==> src/hw/rtl/tsd_pkg.sv <==
// Package for the tar stream deframer: result record, parse mode and octal phase codes.
// Used by tsd_parse and tar_stream_deframer. Depends on nothing.
`default_nettype none

package tsd_pkg;

    // Fixed ustar layout
    localparam int unsigned BLOCK_BYTES     = 512;
    localparam int unsigned TRAILER_DEFAULT = 1024;
    localparam int unsigned SIZE_FIRST      = 124;
    localparam int unsigned SIZE_LAST       = 135;

    localparam int unsigned CNT_W  = 9;   // header byte index, pad count
    localparam int unsigned SIZE_W = 36;  // twelve octal digits
    localparam int unsigned POS_W  = 32;

    // Parse mode, one-hot
    typedef enum logic [2:0] {
        MODE_HEADER  = 3'b001,
        MODE_PAYLOAD = 3'b010,
        MODE_PAD     = 3'b100
    } mode_t;

    // Size field parse phase, one-hot
    typedef enum logic [2:0] {
        PH_BEFORE = 3'b001,
        PH_DIGITS = 3'b010,
        PH_DONE   = 3'b100
    } phase_t;

    // One result transaction
    typedef struct packed {
        logic [7:0]        out_byte;
        logic              byte_kind;
        logic              entry_start;
        logic              entry_last;
        logic [SIZE_W-1:0] entry_size;
        logic              size_valid;
    } result_t;

endpackage

`default_nettype wire

==> src/hw/rtl/tar_stream_deframer.sv <==
// Top level of the tar stream deframer: config register, stream position, trailer drop,
// output register. Depends on tsd_pkg and tsd_parse.
//
// Usage:
//  - Input channel (s_valid/s_ready): one byte of a decompressed ustar stream per
//    transaction; s_stream_start marks the first byte of a new archive.
//  - Output channel (m_valid/m_ready): header bytes (byte_kind 0) and payload bytes
//    (byte_kind 1). Padding bytes and the trailer produce no transaction.
//    entry_size and size_valid appear on the last header byte of each entry.
//  - cfg_wr_en/cfg_wr_data write stream_length; when it is nonzero and at least
//    TRAILER_BYTES, bytes at positions from stream_length - TRAILER_BYTES on are dropped.
//    Write it only while the block is idle.
//  - Throughput: one byte per cycle while the receiver keeps up. A result's m_valid rises
//    in the cycle after its byte is accepted, set by the single output register after the per-byte decode.
//  - s_ready is high while the output register is empty or being taken; when the
//    receiver stalls with a result held, input stalls too.
//  - Reset clears the parse state, position, stream_length and the output valid.
`default_nettype none

module tar_stream_deframer #(
    parameter int unsigned TRAILER_BYTES = tsd_pkg::TRAILER_DEFAULT
) (
    input  wire logic                        aclk,
    input  wire logic                        aresetn,
    // configuration
    input  wire logic                        cfg_wr_en,
    input  wire logic [tsd_pkg::POS_W-1:0]   cfg_wr_data,
    // input stream
    input  wire logic                        s_valid,
    output logic                             s_ready,
    input  wire logic [7:0]                  s_data_byte,
    input  wire logic                        s_stream_start,
    // result stream
    output logic                             m_valid,
    input  wire logic                        m_ready,
    output logic [7:0]                       m_out_byte,
    output logic                             m_byte_kind,
    output logic                             m_entry_start,
    output logic                             m_entry_last,
    output logic [tsd_pkg::SIZE_W-1:0]       m_entry_size,
    output logic                             m_size_valid
);

    localparam logic [tsd_pkg::POS_W-1:0] TRAILER = tsd_pkg::POS_W'(TRAILER_BYTES);

    logic [tsd_pkg::POS_W-1:0] thresh_reg;
    logic                      drop_en_reg;
    logic [tsd_pkg::POS_W-1:0] pos_reg, pos_eff;
    logic                      accept, drop, emit;
    logic                      out_valid_reg;
    tsd_pkg::result_t          result, out_reg;

    // Config: keep the drop threshold precomputed
    always_ff @(posedge aclk) begin
        if (!aresetn) begin
            thresh_reg  <= '0;
            drop_en_reg <= 1'b0;
        end else if (cfg_wr_en) begin
            thresh_reg  <= cfg_wr_data - TRAILER;
            drop_en_reg <= (cfg_wr_data != '0) && (cfg_wr_data >= TRAILER);
        end
    end

    assign s_ready = !out_valid_reg || m_ready;
    assign accept  = s_valid && s_ready;

    // Stream position, saturating
    assign pos_eff = s_stream_start ? '0 : pos_reg;
    assign drop    = drop_en_reg && (pos_eff >= thresh_reg);

    always_ff @(posedge aclk) begin
        if (!aresetn) begin
            pos_reg <= '0;
        end else if (accept) begin
            pos_reg <= (&pos_eff) ? pos_eff : pos_eff + 1'b1;
        end
    end

    tsd_parse u_parse (
        .aclk    (aclk),
        .aresetn (aresetn),
        .clear   (accept && s_stream_start),
        .step    (accept && !drop),
        .in_byte (s_data_byte),
        .emit    (emit),
        .result  (result)
    );

    // Output register
    always_ff @(posedge aclk) begin
        if (!aresetn) begin
            out_valid_reg <= 1'b0;
        end else if (accept) begin
            out_valid_reg <= emit && !drop;
        end else if (m_ready) begin
            out_valid_reg <= 1'b0;
        end
    end

    always_ff @(posedge aclk) begin
        if (accept) begin
            out_reg <= result;
        end
    end

    assign m_valid       = out_valid_reg;
    assign m_out_byte    = out_reg.out_byte;
    assign m_byte_kind   = out_reg.byte_kind;
    assign m_entry_start = out_reg.entry_start;
    assign m_entry_last  = out_reg.entry_last;
    assign m_entry_size  = out_reg.entry_size;
    assign m_size_valid  = out_reg.size_valid;

    // Size only reported on the closing header byte
    a_size_header: assert property (@(posedge aclk) disable iff (!aresetn)
        m_valid && m_size_valid |-> !m_byte_kind)
        else $error("size reported on a payload byte");

    a_size_zero: assert property (@(posedge aclk) disable iff (!aresetn)
        m_valid && !m_size_valid |-> m_entry_size == '0)
        else $error("entry size nonzero off the last header byte");

    a_start_header: assert property (@(posedge aclk) disable iff (!aresetn)
        m_valid && m_entry_start |-> !m_byte_kind && !m_size_valid)
        else $error("entry start on wrong byte");

    // Dropped bytes never reach the output
    a_drop_silent: assert property (@(posedge aclk) disable iff (!aresetn)
        accept && drop |=> !m_valid)
        else $error("trailer byte passed on");

    a_reset_empty: assert property (@(posedge aclk)
        !aresetn |=> !m_valid)
        else $error("output valid after reset");

endmodule

`default_nettype wire

==> src/hw/rtl/tsd_parse.sv <==
// Header / payload / padding parser of the tar stream deframer, one byte per cycle while step is high.
// Depends on tsd_pkg.
`default_nettype none

module tsd_parse (
    input  wire logic              aclk,
    input  wire logic              aresetn,
    input  wire logic              clear,     // accepted byte starts a new archive
    input  wire logic              step,      // accepted byte is not a trailer byte
    input  wire logic [7:0]        in_byte,
    output logic                   emit,
    output tsd_pkg::result_t       result
);

    tsd_pkg::mode_t                  mode_reg, mode_next, mode_eff;
    tsd_pkg::phase_t                 phase_reg, phase_next, phase_eff;
    logic [tsd_pkg::CNT_W-1:0]       hdr_cnt_reg, hdr_cnt_next, hdr_cnt_eff;
    logic [tsd_pkg::SIZE_W-1:0]      accum_reg, accum_next, accum_eff;
    logic [tsd_pkg::SIZE_W-1:0]      pay_left_reg, pay_left_next, pay_left_eff, pay_dec;
    logic [tsd_pkg::CNT_W-1:0]       pad_left_reg, pad_left_next, pad_left_eff, pad_dec;
    logic [tsd_pkg::CNT_W-1:0]       size_rem;
    logic [tsd_pkg::CNT_W:0]         pad_fill;
    logic                            is_octal, is_blank, in_field;

    // State seen by this byte: cleared at the start of an archive
    always_comb begin
        if (clear) begin
            mode_eff     = tsd_pkg::MODE_HEADER;
            phase_eff    = tsd_pkg::PH_BEFORE;
            hdr_cnt_eff  = '0;
            accum_eff    = '0;
            pay_left_eff = '0;
            pad_left_eff = '0;
        end else begin
            mode_eff     = mode_reg;
            phase_eff    = phase_reg;
            hdr_cnt_eff  = hdr_cnt_reg;
            accum_eff    = accum_reg;
            pay_left_eff = pay_left_reg;
            pad_left_eff = pad_left_reg;
        end
    end

    assign is_octal = in_byte inside {[8'h30:8'h37]};
    assign is_blank = in_byte inside {8'h20, [8'h09:8'h0D]};
    assign in_field = hdr_cnt_eff inside {[tsd_pkg::CNT_W'(tsd_pkg::SIZE_FIRST):
                                           tsd_pkg::CNT_W'(tsd_pkg::SIZE_LAST)]};

    assign pay_dec  = (pay_left_eff != '0) ? pay_left_eff - 1'b1 : pay_left_eff;
    assign pad_dec  = (pad_left_eff != '0) ? pad_left_eff - 1'b1 : pad_left_eff;
    assign size_rem = accum_next[tsd_pkg::CNT_W-1:0];
    assign pad_fill = (tsd_pkg::CNT_W+1)'(tsd_pkg::BLOCK_BYTES) - {1'b0, size_rem};

    // Per-byte decode
    always_comb begin
        mode_next     = mode_eff;
        phase_next    = phase_eff;
        hdr_cnt_next  = hdr_cnt_eff;
        accum_next    = accum_eff;
        pay_left_next = pay_left_eff;
        pad_left_next = pad_left_eff;
        emit          = 1'b0;
        result        = '0;
        result.out_byte = in_byte;

        case (mode_eff)
            tsd_pkg::MODE_PAYLOAD: begin
                emit             = 1'b1;
                result.byte_kind = 1'b1;
                pay_left_next    = pay_dec;
                if (pay_dec == '0) begin
                    result.entry_last = 1'b1;
                    mode_next = (pad_left_eff != '0) ? tsd_pkg::MODE_PAD
                                                     : tsd_pkg::MODE_HEADER;
                end
            end
            tsd_pkg::MODE_PAD: begin
                pad_left_next = pad_dec;
                if (pad_dec == '0) begin
                    mode_next = tsd_pkg::MODE_HEADER;
                end
            end
            default: begin
                // Header byte
                emit = 1'b1;
                if (hdr_cnt_eff == '0) begin
                    accum_next         = '0;
                    phase_next         = tsd_pkg::PH_BEFORE;
                    result.entry_start = 1'b1;
                end
                // strtoul-style octal parse of the size field
                if (in_field && phase_next != tsd_pkg::PH_DONE &&
                    !(phase_next == tsd_pkg::PH_BEFORE && is_blank)) begin
                    if (is_octal) begin
                        accum_next = {accum_next[tsd_pkg::SIZE_W-4:0], in_byte[2:0]};
                        phase_next = tsd_pkg::PH_DIGITS;
                    end else begin
                        phase_next = tsd_pkg::PH_DONE;
                    end
                end
                if (hdr_cnt_eff == tsd_pkg::CNT_W'(tsd_pkg::BLOCK_BYTES - 1)) begin
                    result.entry_size = accum_next;
                    result.size_valid = 1'b1;
                    hdr_cnt_next      = '0;
                    if (accum_next == '0) begin
                        result.entry_last = 1'b1;
                        mode_next         = tsd_pkg::MODE_HEADER;
                    end else begin
                        pay_left_next = accum_next;
                        pad_left_next = (size_rem != '0) ? pad_fill[tsd_pkg::CNT_W-1:0] : '0;
                        mode_next     = tsd_pkg::MODE_PAYLOAD;
                    end
                end else begin
                    hdr_cnt_next = hdr_cnt_eff + 1'b1;
                end
            end
        endcase
    end

    // Parse state
    always_ff @(posedge aclk) begin
        if (!aresetn) begin
            mode_reg     <= tsd_pkg::MODE_HEADER;
            phase_reg    <= tsd_pkg::PH_BEFORE;
            hdr_cnt_reg  <= '0;
            accum_reg    <= '0;
            pay_left_reg <= '0;
            pad_left_reg <= '0;
        end else if (step) begin
            mode_reg     <= mode_next;
            phase_reg    <= phase_next;
            hdr_cnt_reg  <= hdr_cnt_next;
            accum_reg    <= accum_next;
            pay_left_reg <= pay_left_next;
            pad_left_reg <= pad_left_next;
        end else if (clear) begin
            mode_reg     <= mode_eff;
            phase_reg    <= phase_eff;
            hdr_cnt_reg  <= hdr_cnt_eff;
            accum_reg    <= accum_eff;
            pay_left_reg <= pay_left_eff;
            pad_left_reg <= pad_left_eff;
        end
    end

    // Payload mode is never entered with nothing left to pass
    a_payload_nonzero: assert property (@(posedge aclk) disable iff (!aresetn)
        mode_reg == tsd_pkg::MODE_PAYLOAD |-> pay_left_reg != '0)
        else $error("payload mode with zero bytes left");

    // Pad mode is never entered with no padding left; padding never reaches a full block
    a_pad_short: assert property (@(posedge aclk) disable iff (!aresetn)
        mode_reg == tsd_pkg::MODE_PAD |-> pad_left_reg != '0)
        else $error("pad mode with zero bytes left");

    // Header count only moves in header mode
    a_cnt_idle: assert property (@(posedge aclk) disable iff (!aresetn)
        step && !clear && mode_reg != tsd_pkg::MODE_HEADER |=> hdr_cnt_reg == '0)
        else $error("header count moved outside header mode");

endmodule

`default_nettype wire
==> config.mk <==
export PLATFORM = sky130hd
export DESIGN_NAME = tar_stream_deframer
export DESIGN_NICKNAME = d
export VERILOG_FILES = /design/src/hw/rtl/tsd_pkg.sv /design/src/hw/rtl/tar_stream_deframer.sv /design/src/hw/rtl/tsd_parse.sv
export SDC_FILE = /design/constraint.sdc
export NUM_CORES = 1
export LEC_CHECK = 0
export ABC_AREA = 1
export BUFFER_PORTS_ARGS = -buffer_cell sky130_fd_sc_hd__buf_2
export CORE_MARGIN = 2
export CORE_UTILIZATION = 40
export CTS_BUF_LIST = sky130_fd_sc_hd__clkbuf_4
export CTS_CLUSTER_SIZE = 24
export DETAILED_ROUTE_END_ITERATION = 8
export GPL_TIMING_DRIVEN = 0
export SLEW_MARGIN = 15
export SYNTH_ARGS = -nofsm -noshare
export SYNTH_HDL_FRONTEND = slang
export SYNTH_SLANG_ARGS = --single-unit
export TNS_END_PERCENT = 20
==> constraint.sdc <==
create_clock -name aclk -period 8.5 [get_ports aclk]
set_clock_uncertainty 0.15 [all_clocks]
set_input_delay 1.275 -clock aclk [delete_from_list [all_inputs] [get_ports aclk]]
set_output_delay 1.275 -clock aclk [all_outputs]
set_load 0.05 [all_outputs]
# Yosys cells after proc, flatten, opt, wreduce, memory -nomap -nowiden
# Cells that the tools add are included.
# W data, S select, Z words.
# totals
mem_bits_ro	0
latch_bits	0
wordCells	123
memories	0
in_bits	46
output_inout_bits	50
register_bits	210
ramBits	0
# op_classes
addsub	6
n_shift	0
div_mod_pow	0
n_eq_ne	6
mul	0
n_mux	56
n_reduce_logical	30
bitwise_logic	1
magnitude_cmp	8
# ops
operator	count
$mux W36	14
$mux W9	12
$logic_not A36 Y1	2
$pmux W36 S2	1
$mux W32	2
$mux W3	15
$mux W38	1
$reduce_bool A36 Y1	1
$sub A36 B1 Y36 const B	1
$add A32 B1 Y32 const B	1
$ge A32 B11 Y1 const B	1
$ge A32 B32 Y1	1
$reduce_and A32 Y1	1
$reduce_bool A32 Y1	1
$sub A32 B11 Y32 const B	1
$logic_not A9 Y1	2
$pmux W9 S2	1
$reduce_bool A9 Y1	2
$logic_and A1 B1 Y1	12
$add A9 B1 Y9 const B	1
$eq A9 B9 Y1 const B	1
$ge A9 B7 Y1 const B	1
$le A9 B8 Y1 const B	1
$sub A1 B9 Y9 const A	1
20 further kinds	30

# Logic depth before layout (Yosys ltp)
# depth
ltp_word	21
ltp_mapped	37
ltp_nobuf	31

# Cells and area by module
# From an unflattened synthesis, not the netlist that was laid out.
# unflattened
hier_cells	2416
area_unflattened_um2	15472.3
# modules_own_cells
module	n_inst	cells_per_inst	area_per_inst_um2
tsd_parse	1	1636	8972.4
tar_stream_deframer	1	780	6500.0

# Worst setup path before layout
# No wires, ideal clock.
# synth_path
kind	in2reg
startpoint	input m_ready
endpoint	register u_parse.pad_left_reg[6] (netlist name)
required_ns	8.233
cell_stages	37
setup_time_ns	0.117
arrival_ns	5.438
setup_slack_ns	2.795
cell_sequence	inv_1 > nand2_1 > nand3_4 > buf_6 > buf_6 > buf_4 > buf_2 > buf_1 > nand2_1 > inv_1 > ha_1 > inv_1 > nor3b_1 > nand2_1 > nand2_1 > nand2_1 > nand2_1 > nand2_1 > nor2_4 > nand2_4 > buf_2 > nand2_1 > nand2_1 > nand2_1 > o21ai_1 > inv_1 > ha_1 > nand3_1 > nor2_1 > inv_1 > nor3b_1 > ha_1 > inv_1 > nand4_1 > nor2_1 > nor2_1 > nor2_1
# synth_via
elab_chain_cells	20
# synth_rtl
element	line	text
start, declared	tar_stream_deframer.sv:35	input wire logic m_ready,
$logic_or A1 B1 Y1 *	tar_stream_deframer.sv:64	assign s_ready = !out_valid_reg || m_ready;
via s_ready	tar_stream_deframer.sv:30	output logic s_ready,
$logic_and A1 B1 Y1 *	tar_stream_deframer.sv:65	assign accept = s_valid && s_ready;
$logic_and A1 B1 Y1	tar_stream_deframer.sv:82	.clear (accept && s_stream_start),
$mux W9	tsd_parse.sv:27	if (clear) begin
$logic_not A9 Y1	tsd_parse.sv:86	if (hdr_cnt_eff == '0) begin
$mux W3	tsd_parse.sv:86	
$mux W3	tsd_parse.sv:66	case (mode_eff)
[... 4 more ...]	n/a	
$mux W36	tsd_parse.sv:92	if (in_field && phase_next != tsd_pkg::PH_DONE &&
$mux W36 (2 in series)	tsd_parse.sv:66	
$sub A1 B9 Y9 / $reduce_bool A9 Y1 (equally long branches)	tsd_parse.sv:52, tsd_parse.sv:110	
$mux W9	tsd_parse.sv:110	pad_left_next = (size_rem != '0) ? pad_fill[tsd_pkg::CNT_W-1:0] : '0;
$mux W9	tsd_parse.sv:105	if (accum_next == '0) begin
$mux W9	tsd_parse.sv:101	if (hdr_cnt_eff == tsd_pkg::CNT_W'(tsd_pkg::BLOCK_BYTES - 1)) begin
$pmux W9 S2	tsd_parse.sv:66	
$mux W9	tsd_parse.sv:129	end else if (step) begin
end signal, assigned	tsd_parse.sv:135	pad_left_reg <= pad_left_next;
end signal, assigned	tsd_parse.sv:142	pad_left_reg <= pad_left_eff;
end, declared	tsd_parse.sv:20	logic [tsd_pkg::CNT_W-1:0] pad_left_reg, pad_left_next, pad_left_eff, pad_dec;
# Mark *: on every way through the listed nets, which the timed path passes. The rest lies on a longest branch. The select of a mux whose other input is x is not followed.
# A chain may end at the register's enable or synchronous reset.

# Worst setup path in the final report
# layout_path
startpoint	input m_ready
endpoint	register u_parse.pad_left_reg[6] (netlist name)
# layout_via
elab_chain_cells	20
# layout_rtl
element	line	text
$logic_or A1 B1 Y1 *	tar_stream_deframer.sv:64	
$logic_and A1 B1 Y1 *	tar_stream_deframer.sv:65	
$logic_and A1 B1 Y1	tar_stream_deframer.sv:82	
$mux W9	tsd_parse.sv:27	
$logic_not A9 Y1	tsd_parse.sv:86	
$mux W3	tsd_parse.sv:86	
$mux W3	tsd_parse.sv:66	
$eq A3 B1 Y1	tsd_parse.sv:93	!(phase_next == tsd_pkg::PH_BEFORE && is_blank)) begin
[... 3 more ...]	n/a	
$mux W36	tsd_parse.sv:92	
$mux W36 (2 in series)	tsd_parse.sv:66	
$sub A1 B9 Y9 / $reduce_bool A9 Y1 (equally long branches)	tsd_parse.sv:52, tsd_parse.sv:110	
$mux W9	tsd_parse.sv:110	
$mux W9	tsd_parse.sv:105	
$mux W9	tsd_parse.sv:101	
$pmux W9 S2	tsd_parse.sv:66	
$mux W9	tsd_parse.sv:129	
# Every way passes the cells marked *; elsewhere a longest branch is shown, timed or not. The select of a mux whose other input is x is not followed.

==> reports/results.txt <==
Run status: finished clean
Final hold viol count: 0
Seq/Total Area, Yosys: 31.7%
Number of buffers inserted by port buffering: 95
Global-route usage over all layers: 29.4%
Vias in the first global route: 15,400
Die width: 196 um
Arrival time of data at the critical path endpoint: 7300 ps
Pin count of the biggest net entering global routing: 40
Crit. End Element: flip-flop
Antenna Nets Post-Route: 0
Die outline area: 38,500 um^2
Final period util: 80.0%
Slew Limit Headroom: 39.8%
Worst-path maximum fanout: 10
Internal power summed over all cells: 1.74 mW
Post-detailed-routing wire length: 56.4 mm
Net Sw Power: 0.932 mW
Number of CTS-inserted buffers: 66
Worst Setup Start Kind: input port
Simple-gate area share of the yosys netlist: 32.8%
First-pass iteration count of the detailed router: 6
RSZ-0062 raised after global routing: no
Synthesized-area fraction occupied by ao, oa, aoi and oai cells: 16.1%
Most used flip-flop cell after synthesis: dfxtp_1
Cell type with the highest occurrence count on the critical path: nand2_1
Post-route cell area: 16,600 um^2
Pwr/cell area: 160 nW/um^2
Floorplan Core Area: 36,500 um^2
Adder and majority gate portion of the synthesized area: 3.73%
Kind of critical path: in -> reg
Sw Ratio: 34.9%
Final Max Slew Viols: 0
Fraction of synthesis flops using an asynchronous set or reset pin: 0%
Via count: 16,300
Max Cap Viol: 0
Total global routing overflow: 0
Unique cell type count in the Yosys netlist: 48
Via density per instance: 5.41
Initial antenna violation count: 1
Number of synthesis warnings: 0
Actual transition at the worst max-transition pin: 899 ps
Total half-perimeter wirelength after legalization and detailed placement: 43.4 mm
Number of buffers inserted to repair setup after CTS: 0
CTS tree: yes
Required time at the endpoint of the critical path: 9000 ps
GPL Wtd Cong: 0.947
Synthesized flop and latch total: 210
Library cell contributing the largest single delay on the critical path: buf_1
Xor and xnor fraction of the mapped netlist area: 2.67%
Fin nets: 2,594
Post-synthesis average cell area: 6.31 um^2
Placed cell areas: 15,900 um^2
Root buffer selected by CTS: clkbuf_4
Setup violations, final: 0
Count of flip-flops with a built-in enable after synthesis: 48
Leakage power of the design: 8.02 nW
Y dimension of the die: 196 um
Clock Tree Buf Depth: 3
Row count: 70
Synth Net Count: 2,430
Crit path largest cell delay: 640 ps
CTS sink cnt: 210
Area added between synthesis and finish: 12.7%
Fraction of synthesized area in multiplexers: 0.610%
Peak VDD IR: 86.0 uV
Clock transition at the registers of the reported paths: 60 ps
Latest clock arrival within the worst-skew pair: 760 ps
Combinational power share: 22.1%
Clk pwr share: 37.5%
Global-route wire length before repair: 86.8 mm
DRC violations left: 0
Number of standard cells after synthesis: 2,340
Combinational family with the most area after synthesis: simple AND/OR/NAND/NOR gates
Number of DRC violations after detailed-routing iteration 0: 1,577
Initial core utilization: 40.5%
I/O pin total: 96
Setup tns final: 0 ps
Max frequency: 0.147 GHz
Period minus WS final: 6800 ps
Wire length per cell after detailed routing: 18.7 um
Sequential fraction of design power: 40.4%
Post-cts resize count: 0
Fraction of layout cells with a size suffix above 1: 12.0%
Max H-tree Level: 3
Type of the most critical hold path: reg -> reg
Synthesized area: 14,800 um^2
CTS Hold Buffers Added: 0
-- cell usage in the layout, fill, tap and decap left out, types with 44 or more instances in the layout --
cell / Yosys / final
nand3_1: 178 / 178
inv_1: 305 / 304
ha_1: 44 / 44
dfxtp_1: 162 / 162
nand2_1: 558 / 558
buf_2: 20 / 115
a21oi_1: 150 / 150
nor2_1: 296 / 296
edfxtp_1: 48 / 48
clkbuf_1: 67 / 67
clkbuf_4: 0 / 96
o21ai_0: 173 / 173
-- path summary, 6_finish.rpt --
kind	start	to	slack, ps	cells after the start
setup / recovery	m_ready	u_parse.pad_left_reg[6]$_SDFFE_PN0P_	1700	34
hold / removal	thresh_reg[2]$_SDFFE_PN0P_	thresh_reg[2]$_SDFFE_PN0P_	320	2
setup reg to reg	m_valid$_SDFFE_PN0P_	u_parse.pad_left_reg[6]$_SDFFE_PN0P_	2040	32
hold reg to reg	thresh_reg[2]$_SDFFE_PN0P_	thresh_reg[2]$_SDFFE_PN0P_	320	2
-- power groups by stage --
| stage | registers (mW) | clock network (mW) | logic [mW] |
|---|---|---|---|
| 6_report | 1.08 | 1.00 | 0.590 |
| 4_1_cts | 1.08 | 1.03 | 0.581 |
| 3_5_place_dp | 1.10 | 0 | 0.578 |
| 5_1_grt | 1.08 | 1.08 | 0.651 |
| 2_1_floorplan | 1.14 | 0 | 0.367 |
| 3_3_place_gp | 1.10 | 0 | 0.573 |
-- critical path, delay by kind of cell --
| family | cells | cell delay [ps] |
|---|---|---|
| AO/OA/AOI/OAI | 2 | 420 |
| adder cells (fa/ha/maj) | 3 | 690 |
| buffers and inverters | 12 | 2700 |
| AND/OR/NAND/NOR | 17 | 2180 |
-- cell type report --
| cell class | count | area (um^2) |
|---|---|---|
| Clock buffer | 96 | 721 |
| Sequential cell | 210 | 4680 |
| Antenna cell | 1 | 2.50 |
| Multi-Input combinational cell | 1677 | 8260 |
| Timing Repair Buffer | 96 | 495 |
| Clock inverter | 17 | 65.1 |
| Inverter | 335 | 1260 |
| Fill cell | 3956 | 19900 |
| Buffer | 118 | 573 |
| Tap cell | 468 | 586 |
-- stage by stage --
step | cells | total power, mW | utilization (%) | hold slack [ps] | setup slack, ps
6_report | 3018 | 2.67 | 45.6 | 318 | 1700
2_1_floorplan | 2340 | 1.51 | - | 290 | 2800
5_1_grt | 3018 | 2.82 | 45.6 | 328 | 1270
4_1_cts | 3017 | 2.69 | 45.6 | 319 | 1900
3_5_place_dp | 2904 | 1.68 | 43.4 | 311 | 1150
3_3_place_gp | 2903 | 1.67 | 43.4 | 305 | 1200
-- per-layer routing --
metal  track usage, %  share of wire [%]  up-vias
met1             35.9                 41     7475
li1                 -                  -     7978
met5                0                  0        -
met4             15.5                5.3        0
met2             49.0                 45      699
met3             5.81                7.9      183
-- logic make-up (layout without fill, tap and decap cells) --
family / after synthesis / after routing
AND/OR/NAND/NOR: 1147 / 1147
buffers and inverters: 453 / 662
adder cells (fa/ha/maj): 44 / 44
flip-flops: 210 / 210
XOR/XNOR: 45 / 45
other: 0 / 1
multiplexers: 9 / 9
AO/OA/AOI/OAI: 432 / 432
-- cell usage after synthesis, drive strengths merged, types with 3 or more instances --
cell / number / area, um^2
dfxtp: 162 / 3240
clkbuf: 67 / 251
nand2: 577 / 2220
edfxtp: 48 / 1440
a22oi: 20 / 150
a211oi: 3 / 22.5
o21a: 3 / 22.5
inv: 334 / 1250
nor3: 26 / 145
a311oi: 6 / 52.6
ha: 44 / 551
nand4: 27 / 169
xnor2: 3 / 26.3
o211ai: 9 / 67.6
a221oi: 8 / 70.1
xor2: 42 / 368
nand3b: 6 / 45.0
o22ai: 34 / 213
or2: 3 / 18.8
nor4: 10 / 62.6
nor3b: 3 / 22.5
a21oi: 150 / 751
a31oi: 6 / 37.5
o21ai: 188 / 941
mux2i: 9 / 90.1
buf: 51 / 322
nor2: 310 / 1210
nand3: 183 / 948
(Power assumes the default switching activity.)
